## src/rtl/core/bvm_pkg.sv

```systemverilog
// Package for the battery voltage monitor: payload structs, codes, constants
// and the charge-percentage function. No dependencies.
package bvm_pkg;

    localparam int HIST_DEPTH = 16;
    localparam int HIST_AW    = $clog2(HIST_DEPTH);
    localparam int HCNT_W     = $clog2(HIST_DEPTH + 1);
    localparam int MV_W       = 13;
    localparam int SUM_W      = MV_W + HIST_AW + 1;

    localparam logic [MV_W-1:0] REJECT_MV = 13'd2000;
    localparam logic [MV_W-1:0] MIN_FLOOR_MV = 13'd3000;

    localparam logic [1:0] CFG_CHARGING = 2'd0;
    localparam logic [1:0] CFG_FULL     = 2'd1;
    localparam logic [1:0] CFG_LOW      = 2'd2;
    localparam logic [1:0] CFG_CRITICAL = 2'd3;

    localparam logic [1:0] SRC_UNKNOWN  = 2'd0;
    localparam logic [1:0] SRC_BATTERY  = 2'd1;
    localparam logic [1:0] SRC_CHARGING = 2'd2;
    localparam logic [1:0] SRC_FULL     = 2'd3;

    localparam logic [2:0] ST_UNKNOWN     = 3'd0;
    localparam logic [2:0] ST_DISCHARGING = 3'd1;
    localparam logic [2:0] ST_CHARGING    = 3'd2;
    localparam logic [2:0] ST_FULL        = 3'd3;
    localparam logic [2:0] ST_LOW         = 3'd4;
    localparam logic [2:0] ST_CRITICAL    = 3'd5;

    localparam logic [1:0] HEALTH_GOOD     = 2'd0;
    localparam logic [1:0] HEALTH_FAIR     = 2'd1;
    localparam logic [1:0] HEALTH_POOR     = 2'd2;
    localparam logic [1:0] HEALTH_DEGRADED = 2'd3;

    typedef struct packed {
        logic [12:0] voltage_mv;
        logic [31:0] time_ms;
    } in_beat_t;

    typedef struct packed {
        logic        accepted;
        logic [6:0]  percent;
        logic [1:0]  source;
        logic [2:0]  charge_state;
        logic        low_alert;
        logic        critical_alert;
        logic [12:0] min_seen_mv;
        logic [12:0] max_seen_mv;
        logic [1:0]  health_grade;
        logic [31:0] time_low_ms;
    } out_beat_t;

    // Commands from the controller to the datapath.
    typedef struct packed {
        logic load;
        logic accum;
        logic finish;
    } cmd_t;

    // Status from the datapath to the controller.
    typedef struct packed {
        logic good;
        logic last_pair;
    } stat_t;

    // Tens of a small value by a reciprocal multiply (exact below 1000).
    function automatic logic [6:0] div10(input logic [9:0] x);
        logic [19:0] p;
        begin
            p = 20'(x) * 20'd205;
            div10 = 7'(p >> 11);
        end
    endfunction

    // Piecewise-linear LiPo state of charge.
    function automatic logic [6:0] soc_percent(input logic [12:0] v);
        logic [9:0] d;
        logic [11:0] m;
        begin
            d = '0;
            m = '0;
            if (v >= 13'd4200) begin
                soc_percent = 7'd100;
            end else if (v >= 13'd3600) begin
                d = 10'(v - 13'd3600);
                soc_percent = 7'd40 + div10(d);
            end else if (v >= 13'd3500) begin
                // Hundredths of fifteen times the offset, by a reciprocal multiply.
                d = 10'(v - 13'd3500);
                m = 12'(d) * 12'd15;
                soc_percent = 7'd25 + 7'((22'(m) * 22'd1311) >> 17);
            end else if (v >= 13'd3400) begin
                d = 10'(v - 13'd3400);
                soc_percent = 7'd15 + div10(d);
            end else if (v >= 13'd3300) begin
                d = 10'(v - 13'd3300);
                soc_percent = 7'd5 + div10(d);
            end else if (v >= 13'd3200) begin
                d = 10'(v - 13'd3200);
                soc_percent = div10({1'b0, d[9:1]});
            end else begin
                soc_percent = 7'd0;
            end
        end
    endfunction

endpackage

```

## src/rtl/core/bvm_ctrl.sv

```systemverilog
// Controller state machine for the battery voltage monitor.
// Depends on bvm_pkg.
module bvm_ctrl (
    input  logic          aclk,
    input  logic          aresetn,
    input  logic          s_valid,
    output logic          s_ready,
    output logic          m_valid,
    input  logic          m_ready,
    input  bvm_pkg::stat_t stat,
    output bvm_pkg::cmd_t  cmd
);

    typedef enum logic [3:0] {
        S_IDLE  = 4'b0001,
        S_SUM   = 4'b0010,
        S_FIN   = 4'b0100,
        S_OUT   = 4'b1000
    } state_t;

    state_t state_reg, state_next;

    // Ready only when idle; result waits in S_OUT.
    assign s_ready = (state_reg == S_IDLE);
    assign m_valid = (state_reg == S_OUT);

    always_comb begin
        state_next = state_reg;
        cmd = '0;
        case (state_reg)
            S_IDLE: begin
                if (s_valid) begin
                    cmd.load = 1'b1;
                    state_next = S_SUM;
                end
            end
            S_SUM: begin
                if (!stat.good || stat.last_pair) begin
                    state_next = S_FIN;
                end else begin
                    cmd.accum = 1'b1;
                end
            end
            S_FIN: begin
                cmd.finish = 1'b1;
                state_next = S_OUT;
            end
            S_OUT: begin
                if (m_ready) begin
                    state_next = S_IDLE;
                end
            end
            default: state_next = S_IDLE;
        endcase
    end

    always_ff @(posedge aclk) begin
        if (!aresetn) begin
            state_reg <= S_IDLE;
        end else begin
            state_reg <= state_next;
        end
    end

endmodule

```

## src/rtl/core/bvm_datapath.sv

```systemverilog
// Datapath of the battery voltage monitor: history ring, trend sums,
// classification and tracking state. Depends on bvm_pkg.
module bvm_datapath (
    input  logic                aclk,
    input  logic                aresetn,
    input  bvm_pkg::in_beat_t   s_data,
    input  logic                cfg_valid,
    input  logic [1:0]          cfg_index,
    input  logic [12:0]         cfg_data,
    input  bvm_pkg::cmd_t       cmd,
    output bvm_pkg::stat_t      stat,
    output bvm_pkg::out_beat_t  m_data
);

    localparam int AW = bvm_pkg::HIST_AW;
    localparam int CW = bvm_pkg::HCNT_W;
    localparam int SW = bvm_pkg::SUM_W;

    logic [12:0] charging_reg, full_reg, low_reg, critical_reg;
    logic [12:0] hist_mem [bvm_pkg::HIST_DEPTH];
    logic [AW-1:0] wr_idx_reg;
    logic          full_hist_reg;
    logic [12:0]   min_reg, max_reg;
    logic          was_low_reg, low_sent_reg, crit_sent_reg;
    logic [31:0]   low_start_reg, low_total_reg;
    logic [1:0]    src_reg;
    logic [2:0]    st_reg;
    logic [6:0]    pct_reg;

    logic [12:0]   v_reg;
    logic [31:0]   t_reg;
    logic          good_reg;
    logic [CW-2:0] half_reg;
    logic [CW-2:0] i_reg;
    logic [SW-1:0] sn_reg, so_reg;
    logic [12:0]   rd_n_reg, rd_o_reg;
    logic          la_reg, ca_reg;

    // Configuration registers.
    always_ff @(posedge aclk) begin
        if (!aresetn) begin
            charging_reg <= 13'd4300;
            full_reg     <= 13'd4150;
            low_reg      <= 13'd3500;
            critical_reg <= 13'd3300;
        end else if (cfg_valid) begin
            case (cfg_index)
                bvm_pkg::CFG_CHARGING: charging_reg <= cfg_data;
                bvm_pkg::CFG_FULL:     full_reg     <= cfg_data;
                bvm_pkg::CFG_LOW:      low_reg      <= cfg_data;
                bvm_pkg::CFG_CRITICAL: critical_reg <= cfg_data;
                default: ;
            endcase
        end
    end

    // Count after the new sample is written, and the half length.
    logic [AW-1:0] wr_idx_next;
    logic          full_next;
    logic [CW-1:0] count_next;
    assign wr_idx_next = wr_idx_reg + 1'b1;
    assign full_next   = full_hist_reg || (wr_idx_reg == AW'(bvm_pkg::HIST_DEPTH - 1));
    assign count_next  = full_next ? CW'(bvm_pkg::HIST_DEPTH) : CW'(wr_idx_next);

    // Read addresses walk back from the newest entry.
    logic [AW-1:0] n_addr, o_addr;
    assign n_addr = wr_idx_reg - AW'(1) - AW'(i_reg);
    assign o_addr = wr_idx_reg - AW'(1) - AW'(half_reg) - AW'(i_reg);

    // History ring: one write per accepted sample, two registered reads per cycle.
    always_ff @(posedge aclk) begin
        if (cmd.load && s_data.voltage_mv >= bvm_pkg::REJECT_MV) begin
            hist_mem[wr_idx_reg] <= s_data.voltage_mv;
        end
        rd_n_reg <= hist_mem[n_addr];
        rd_o_reg <= hist_mem[o_addr];
    end

    assign stat.good      = good_reg;
    assign stat.last_pair = (half_reg == '0) || (i_reg == half_reg);

    // Trend walk: pointer and running sums, with the read data registered behind the pointer.
    logic rd_vld_reg;
    always_ff @(posedge aclk) begin
        if (cmd.load) begin
            v_reg    <= s_data.voltage_mv;
            t_reg    <= s_data.time_ms;
            i_reg    <= '0;
            half_reg <= (count_next < CW'(4)) ? '0 : count_next[CW-1:1];
            sn_reg   <= '0;
            so_reg   <= '0;
            rd_vld_reg <= 1'b0;
        end else begin
            if (cmd.accum) begin
                i_reg <= i_reg + 1'b1;
            end
            rd_vld_reg <= cmd.accum;
            if (rd_vld_reg) begin
                sn_reg <= sn_reg + SW'(rd_n_reg);
                so_reg <= so_reg + SW'(rd_o_reg);
            end
        end
    end

    // Classification of the accepted sample.
    logic signed [SW:0] diff;
    logic               flat, rising, low_now;
    logic [1:0]         src;
    logic [2:0]         st;
    assign diff   = $signed({1'b0, sn_reg}) - $signed({1'b0, so_reg});
    assign flat   = diff <= $signed((SW+1)'({half_reg, 1'b0}));
    assign rising = diff >  $signed((SW+1)'({half_reg, 3'b000}));
    assign low_now = (v_reg <= low_reg) && (src_reg == bvm_pkg::SRC_BATTERY);

    always_comb begin
        if (v_reg > charging_reg) begin
            src = (v_reg >= full_reg && flat) ? bvm_pkg::SRC_FULL : bvm_pkg::SRC_CHARGING;
        end else if (v_reg >= full_reg && flat) begin
            src = bvm_pkg::SRC_FULL;
        end else if (rising) begin
            src = bvm_pkg::SRC_CHARGING;
        end else begin
            src = bvm_pkg::SRC_BATTERY;
        end
        if (src == bvm_pkg::SRC_FULL)          st = bvm_pkg::ST_FULL;
        else if (src == bvm_pkg::SRC_CHARGING) st = bvm_pkg::ST_CHARGING;
        else if (v_reg <= critical_reg)        st = bvm_pkg::ST_CRITICAL;
        else if (v_reg <= low_reg)             st = bvm_pkg::ST_LOW;
        else                                   st = bvm_pkg::ST_DISCHARGING;
    end

    // Stored status, updated at load (ring pointer, percentage, acceptance) and finish (extremes and the rest).
    always_ff @(posedge aclk) begin
        if (!aresetn) begin
            wr_idx_reg    <= '0;
            full_hist_reg <= 1'b0;
            min_reg       <= 13'h1FFF;
            max_reg       <= '0;
            was_low_reg   <= 1'b0;
            low_start_reg <= '0;
            low_total_reg <= '0;
            low_sent_reg  <= 1'b0;
            crit_sent_reg <= 1'b0;
            src_reg       <= bvm_pkg::SRC_UNKNOWN;
            st_reg        <= bvm_pkg::ST_UNKNOWN;
            pct_reg       <= '0;
            good_reg      <= 1'b0;
            la_reg        <= 1'b0;
            ca_reg        <= 1'b0;
        end else begin
            if (cmd.load) begin
                good_reg <= s_data.voltage_mv >= bvm_pkg::REJECT_MV;
                la_reg   <= 1'b0;
                ca_reg   <= 1'b0;
                if (s_data.voltage_mv >= bvm_pkg::REJECT_MV) begin
                    wr_idx_reg    <= wr_idx_next;
                    full_hist_reg <= full_next;
                    pct_reg       <= bvm_pkg::soc_percent(s_data.voltage_mv);
                end
            end
            if (cmd.finish && good_reg) begin
                if (v_reg > bvm_pkg::MIN_FLOOR_MV && v_reg < min_reg) min_reg <= v_reg;
                if (v_reg > max_reg) max_reg <= v_reg;
                if (low_now && !was_low_reg) begin
                    low_start_reg <= t_reg;
                    was_low_reg   <= 1'b1;
                end
                if (!low_now && was_low_reg) begin
                    low_total_reg <= low_total_reg + (t_reg - low_start_reg);
                    was_low_reg   <= 1'b0;
                end
                src_reg <= src;
                st_reg  <= st;
                la_reg  <= (st == bvm_pkg::ST_LOW) && !low_sent_reg;
                ca_reg  <= (st == bvm_pkg::ST_CRITICAL) && !crit_sent_reg;
                low_sent_reg  <= (st == bvm_pkg::ST_LOW);
                crit_sent_reg <= (st == bvm_pkg::ST_CRITICAL);
            end
        end
    end

    // Result beat from the stored status.
    always_comb begin
        m_data.accepted       = good_reg;
        m_data.percent        = pct_reg;
        m_data.source         = src_reg;
        m_data.charge_state   = st_reg;
        m_data.low_alert      = la_reg;
        m_data.critical_alert = ca_reg;
        m_data.min_seen_mv    = min_reg;
        m_data.max_seen_mv    = max_reg;
        if (min_reg >= 13'd3600)      m_data.health_grade = bvm_pkg::HEALTH_GOOD;
        else if (min_reg >= 13'd3400) m_data.health_grade = bvm_pkg::HEALTH_FAIR;
        else if (min_reg >= 13'd3200) m_data.health_grade = bvm_pkg::HEALTH_POOR;
        else                          m_data.health_grade = bvm_pkg::HEALTH_DEGRADED;
        m_data.time_low_ms = low_total_reg + (was_low_reg ? (t_reg - low_start_reg) : 32'd0);
    end

endmodule

```

## src/rtl/core/battery_voltage_monitor_top.sv

```systemverilog
// Top level of the battery voltage monitor: controller plus datapath.
// Depends on bvm_pkg, bvm_ctrl and bvm_datapath.
//
// One sample beat in gives one result beat out. An accepted sample with N
// history entries (N at least four, counting itself) goes through the trend
// walk, which reads one newer and one older history entry per cycle from the
// two-port ring, pairing each entry of the newer half of the history with the
// entry half the history length older; with fewer than four entries, and for
// a rejected sample, no pairs are summed. The block works on one sample at a
// time, holds the result until it is taken and is ready for the next sample
// in the cycle after that. Configuration writes are always ready and are meant
// for idle periods.
module battery_voltage_monitor_top (
    input  logic                aclk,
    input  logic                aresetn,
    input  logic                s_valid,
    output logic                s_ready,
    input  bvm_pkg::in_beat_t   s_data,
    output logic                m_valid,
    input  logic                m_ready,
    output bvm_pkg::out_beat_t  m_data,
    input  logic                cfg_valid,
    output logic                cfg_ready,
    input  logic [1:0]          cfg_index,
    input  logic [12:0]         cfg_data
);

    bvm_pkg::cmd_t  cmd;
    bvm_pkg::stat_t stat;

    assign cfg_ready = 1'b1;

    bvm_ctrl u_ctrl (
        .aclk    (aclk),
        .aresetn (aresetn),
        .s_valid (s_valid),
        .s_ready (s_ready),
        .m_valid (m_valid),
        .m_ready (m_ready),
        .stat    (stat),
        .cmd     (cmd)
    );

    bvm_datapath u_dp (
        .aclk      (aclk),
        .aresetn   (aresetn),
        .s_data    (s_data),
        .cfg_valid (cfg_valid),
        .cfg_index (cfg_index),
        .cfg_data  (cfg_data),
        .cmd       (cmd),
        .stat      (stat),
        .m_data    (m_data)
    );

endmodule
```

## config.mk

```make
export PLATFORM = sky130hd
export DESIGN_NAME = battery_voltage_monitor_top
export DESIGN_NICKNAME = d
export VERILOG_FILES = /design/src/rtl/core/bvm_pkg.sv /design/src/rtl/core/bvm_ctrl.sv /design/src/rtl/core/bvm_datapath.sv /design/src/rtl/core/battery_voltage_monitor_top.sv
export SDC_FILE = /design/constraint.sdc
export NUM_CORES = 2
export LEC_CHECK = 0
export ABC_AREA = 1
export BUFFER_PORTS_ARGS = -buffer_cell sky130_fd_sc_hd__buf_2
export CORE_MARGIN = 1
export CORE_UTILIZATION = 40
export DETAILED_ROUTE_END_ITERATION = 7
export SETUP_SLACK_MARGIN = 0.15
export SYNTH_ARGS = -nofsm -noshare
export SYNTH_HDL_FRONTEND = slang
export SYNTH_SLANG_ARGS = --single-unit
```

## constraint.sdc

```tcl
create_clock -name aclk -period 12.2 [get_ports aclk]
set_input_delay 1.83 -clock aclk [delete_from_list [all_inputs] [get_ports aclk]]
set_output_delay 1.83 -clock aclk [all_outputs]
set_load 0.05 [all_outputs]
```

==> results.json <==
{
  "status": "completed",
  "rsz0062_at_grt": "false",
  "grt_pass1_wl_mm": 179,
  "synth_area_per_cell_um2": 8.12,
  "fin_skew_ns": 0.0333,
  "clk_pin_slew_ns": 0.06,
  "root_buffer": "clkbuf_16",
  "slew_viol_final": 0,
  "hold_path_class": "reg -> reg",
  "die_w_um": 319,
  "synth-seq-area-share": 0.309,
  "io_buffers": 141,
  "start_kind": "primary input",
  "ys_types": 71,
  "period_share": 0.821,
  "cts_setup_buffers": 0,
  "clk_latency_ns": 0.67,
  "drive_gt1_frac": 0.0865,
  "drc": 0,
  "dp_hpwl_mm": 83.7,
  "clkSinkCount": 493,
  "period_minus_slack_ns": 10.02,
  "r2r_end": "u_dp.low_total_reg[31]",
  "synth.yosys.warnings": 0,
  "largest_reg_flops": 208,
  "worst_pin_slew_ns": 1.15,
  "dieArea_mm2": 0.102,
  "post_cts_resized": 0,
  "setup_violations": 0,
  "vias_per_cell": 5.30,
  "syn-num-nets": 5688,
  "cp-end-kind": "flip-flop",
  "reg2reg_from": "u_dp.t_reg[0]",
  "slew_headroom": 0.230,
  "cts_buffer_depth": 3,
  "crit_top_cell": "inv_1",
  "syn_area_mm2": 0.0403,
  "synth_area_leaders": "edfxtp_1, ha_1, dfxtp_1",
  "gp_congestion": 0.896,
  "num_antenna_cells": 0,
  "fmax_mhz": 99.8,
  "die_h_um": 319,
  "required_ns": 12.69,
  "ant_nets": 0,
  "critPathLaunch": "s_data[35]",
  "drv_cap": 0,
  "min_from": "u_dp.low_start_reg[10]",
  "postCtsHoldBufs": 0,
  "initial_core_util": 0.403,
  "synth.top_cell.area_share": 0.192,
  "cts_made_buffers": 57,
  "grt_max_degree": 91,
  "grtUsageTotal": 0.221,
  "area_delta_synth_final_pct": 10.4,
  "final_nets": 5777,
  "coreArea_mm2": 0.100,
  "crit_type": "in -> reg",
  "synth_edf_count": 257,
  "yosys_most_used_dff": "edfxtp_1",
  "num_vias": 33892,
  "cp_max_fo": 28,
  "totalWireLength_mm": 114,
  "hold_viol_final": 0,
  "syn_inst": 4961,
  "critPathCapture": "u_dp.pct_reg[4]",
  "core.rowCount": 116,
  "avgRoutedWirePerCell_um": 17.9,
  "antenna_found_initial": 5,
  "dr.first_iter.drc_count": 2243,
  "cp.arrival_ns": 10.51,
  "regMostFlops": "u_dp.hist_mem",
  "async_reset_ff_frac": 0,
  "critPathSlowestCell": "xor2_1",
  "synth-seq-cells": 493,
  "firstDrtPassIters": 6,
  "grt_remaining_overflow": 0,
  "cts_tree": "done",
  "pin_count": 143,
  "cts-htree-levels": 2,
  "reg2reg_slack_ns": 7.13,
  "grt_pass1_vias": 32341,
  "min_path_cells": 2,
  "critical_path.max_stage_delay_ns": 0.65,
  "yosysTopAreaCell": "edfxtp_1",
  "fin_setup_tns_ns": 0,
  "r2r_cells": 29
}
[critical path, delay by kind of cell]
family	cells	cell delay, ns
compound gates	8	1.04
xor+xnor	5	1.75
simple gates	8	0.61
buf+inv	10	1.30
fa+ha+maj	10	4.00
[worst min path at each step]
stage	endpoint
final	u_dp.low_start_reg[10]
after global routing	u_dp.low_start_reg[21]
after CTS	u_dp.low_start_reg[28]
after detailed placement	u_dp.low_start_reg[28]
after global placement	u_dp.low_start_reg[3]
after floorplan	u_dp.charging_reg[10]
[area by class of cell]
type / instances / area, um2
tap: 1298 / 1620
fill: 9846 / 55500
multi-input combinational: 3525 / 24400
timing repair buffer: 176 / 971
inverter: 797 / 2990
clock buffer: 72 / 1630
clock inverter: 36 / 424
sequential: 493 / 12400
[layer usage]
metal,track usage,vias to the layer above,wire (um)
met5,0,-,13
met4,0.0677,2,3200
met3,0.0210,155,5350
met2,0.368,807,53000
met1,0.302,16015,52800
li1,-,16913,-
[Yosys cell counts (all sizes together), types with 2 or more instances]
library cell / instances
o211ai: 54
ha: 549
mux2: 26
o221ai: 4
nand2: 631
and2: 7
maj3: 2
a21boi: 9
nand3b: 12
a21oi: 488
o21bai: 50
fa: 113
nor3: 51
o2111ai: 4
a31oi: 48
inv: 792
o211a: 4
o21a: 15
buf: 27
edfxtp: 257
nor4: 15
nand3: 162
a211oi: 8
nand4: 44
a21o: 35
clkbuf: 119
xor2: 135
nand2b: 13
dfxtp: 236
nor2: 378
clkinv: 5
or2: 6
and3: 6
xnor2: 60
o31ai: 8
a221oi: 3
o21ai: 575
[per-stage QoR]
stage               setup WS, ns   util  hold WS [ns]  area [um2]  cells
global route                1.60  0.445         0.470       44500   6397
detailed placement          1.56  0.424         0.451       42400   6289
global placement            1.60  0.424         0.444       42400   6289
CTS                         2.20  0.445         0.460       44500   6397
floorplan                   2.76      -         0.433       40300   4961
finish                      2.18  0.445         0.459       44500   6397
[cell families (layout without fill, tap and decap cells)]
family | count (synthesis) | in the layout | synth area share
fa+ha+maj | 664 | 664 | 0.227
compound gates | 1313 | 1313 | 0.182
other cells | 1 | 1 | 0.0000931
xor+xnor | 195 | 195 | 0.0442
buf+inv | 943 | 1081 | 0.0891
mux | 26 | 26 | 0.00727
flops | 493 | 493 | 0.309
simple gates | 1326 | 1326 | 0.141
[cell usage in the layout (no fill, tap or decap), types with 58 or more instances in the layout]
master,instances
xnor2_1,58
dfxtp_1,236
fa_1,110
o21ai_0,548
nand2_1,601
clkbuf_16,59
buf_2,140
inv_1,783
ha_1,549
a21oi_1,475
edfxtp_1,257
nand3_1,157
xor2_1,127
nor2_1,355
Power is not shown: default switching activity piles up to over one toggle a cycle in this logic, so the estimate is an artifact.
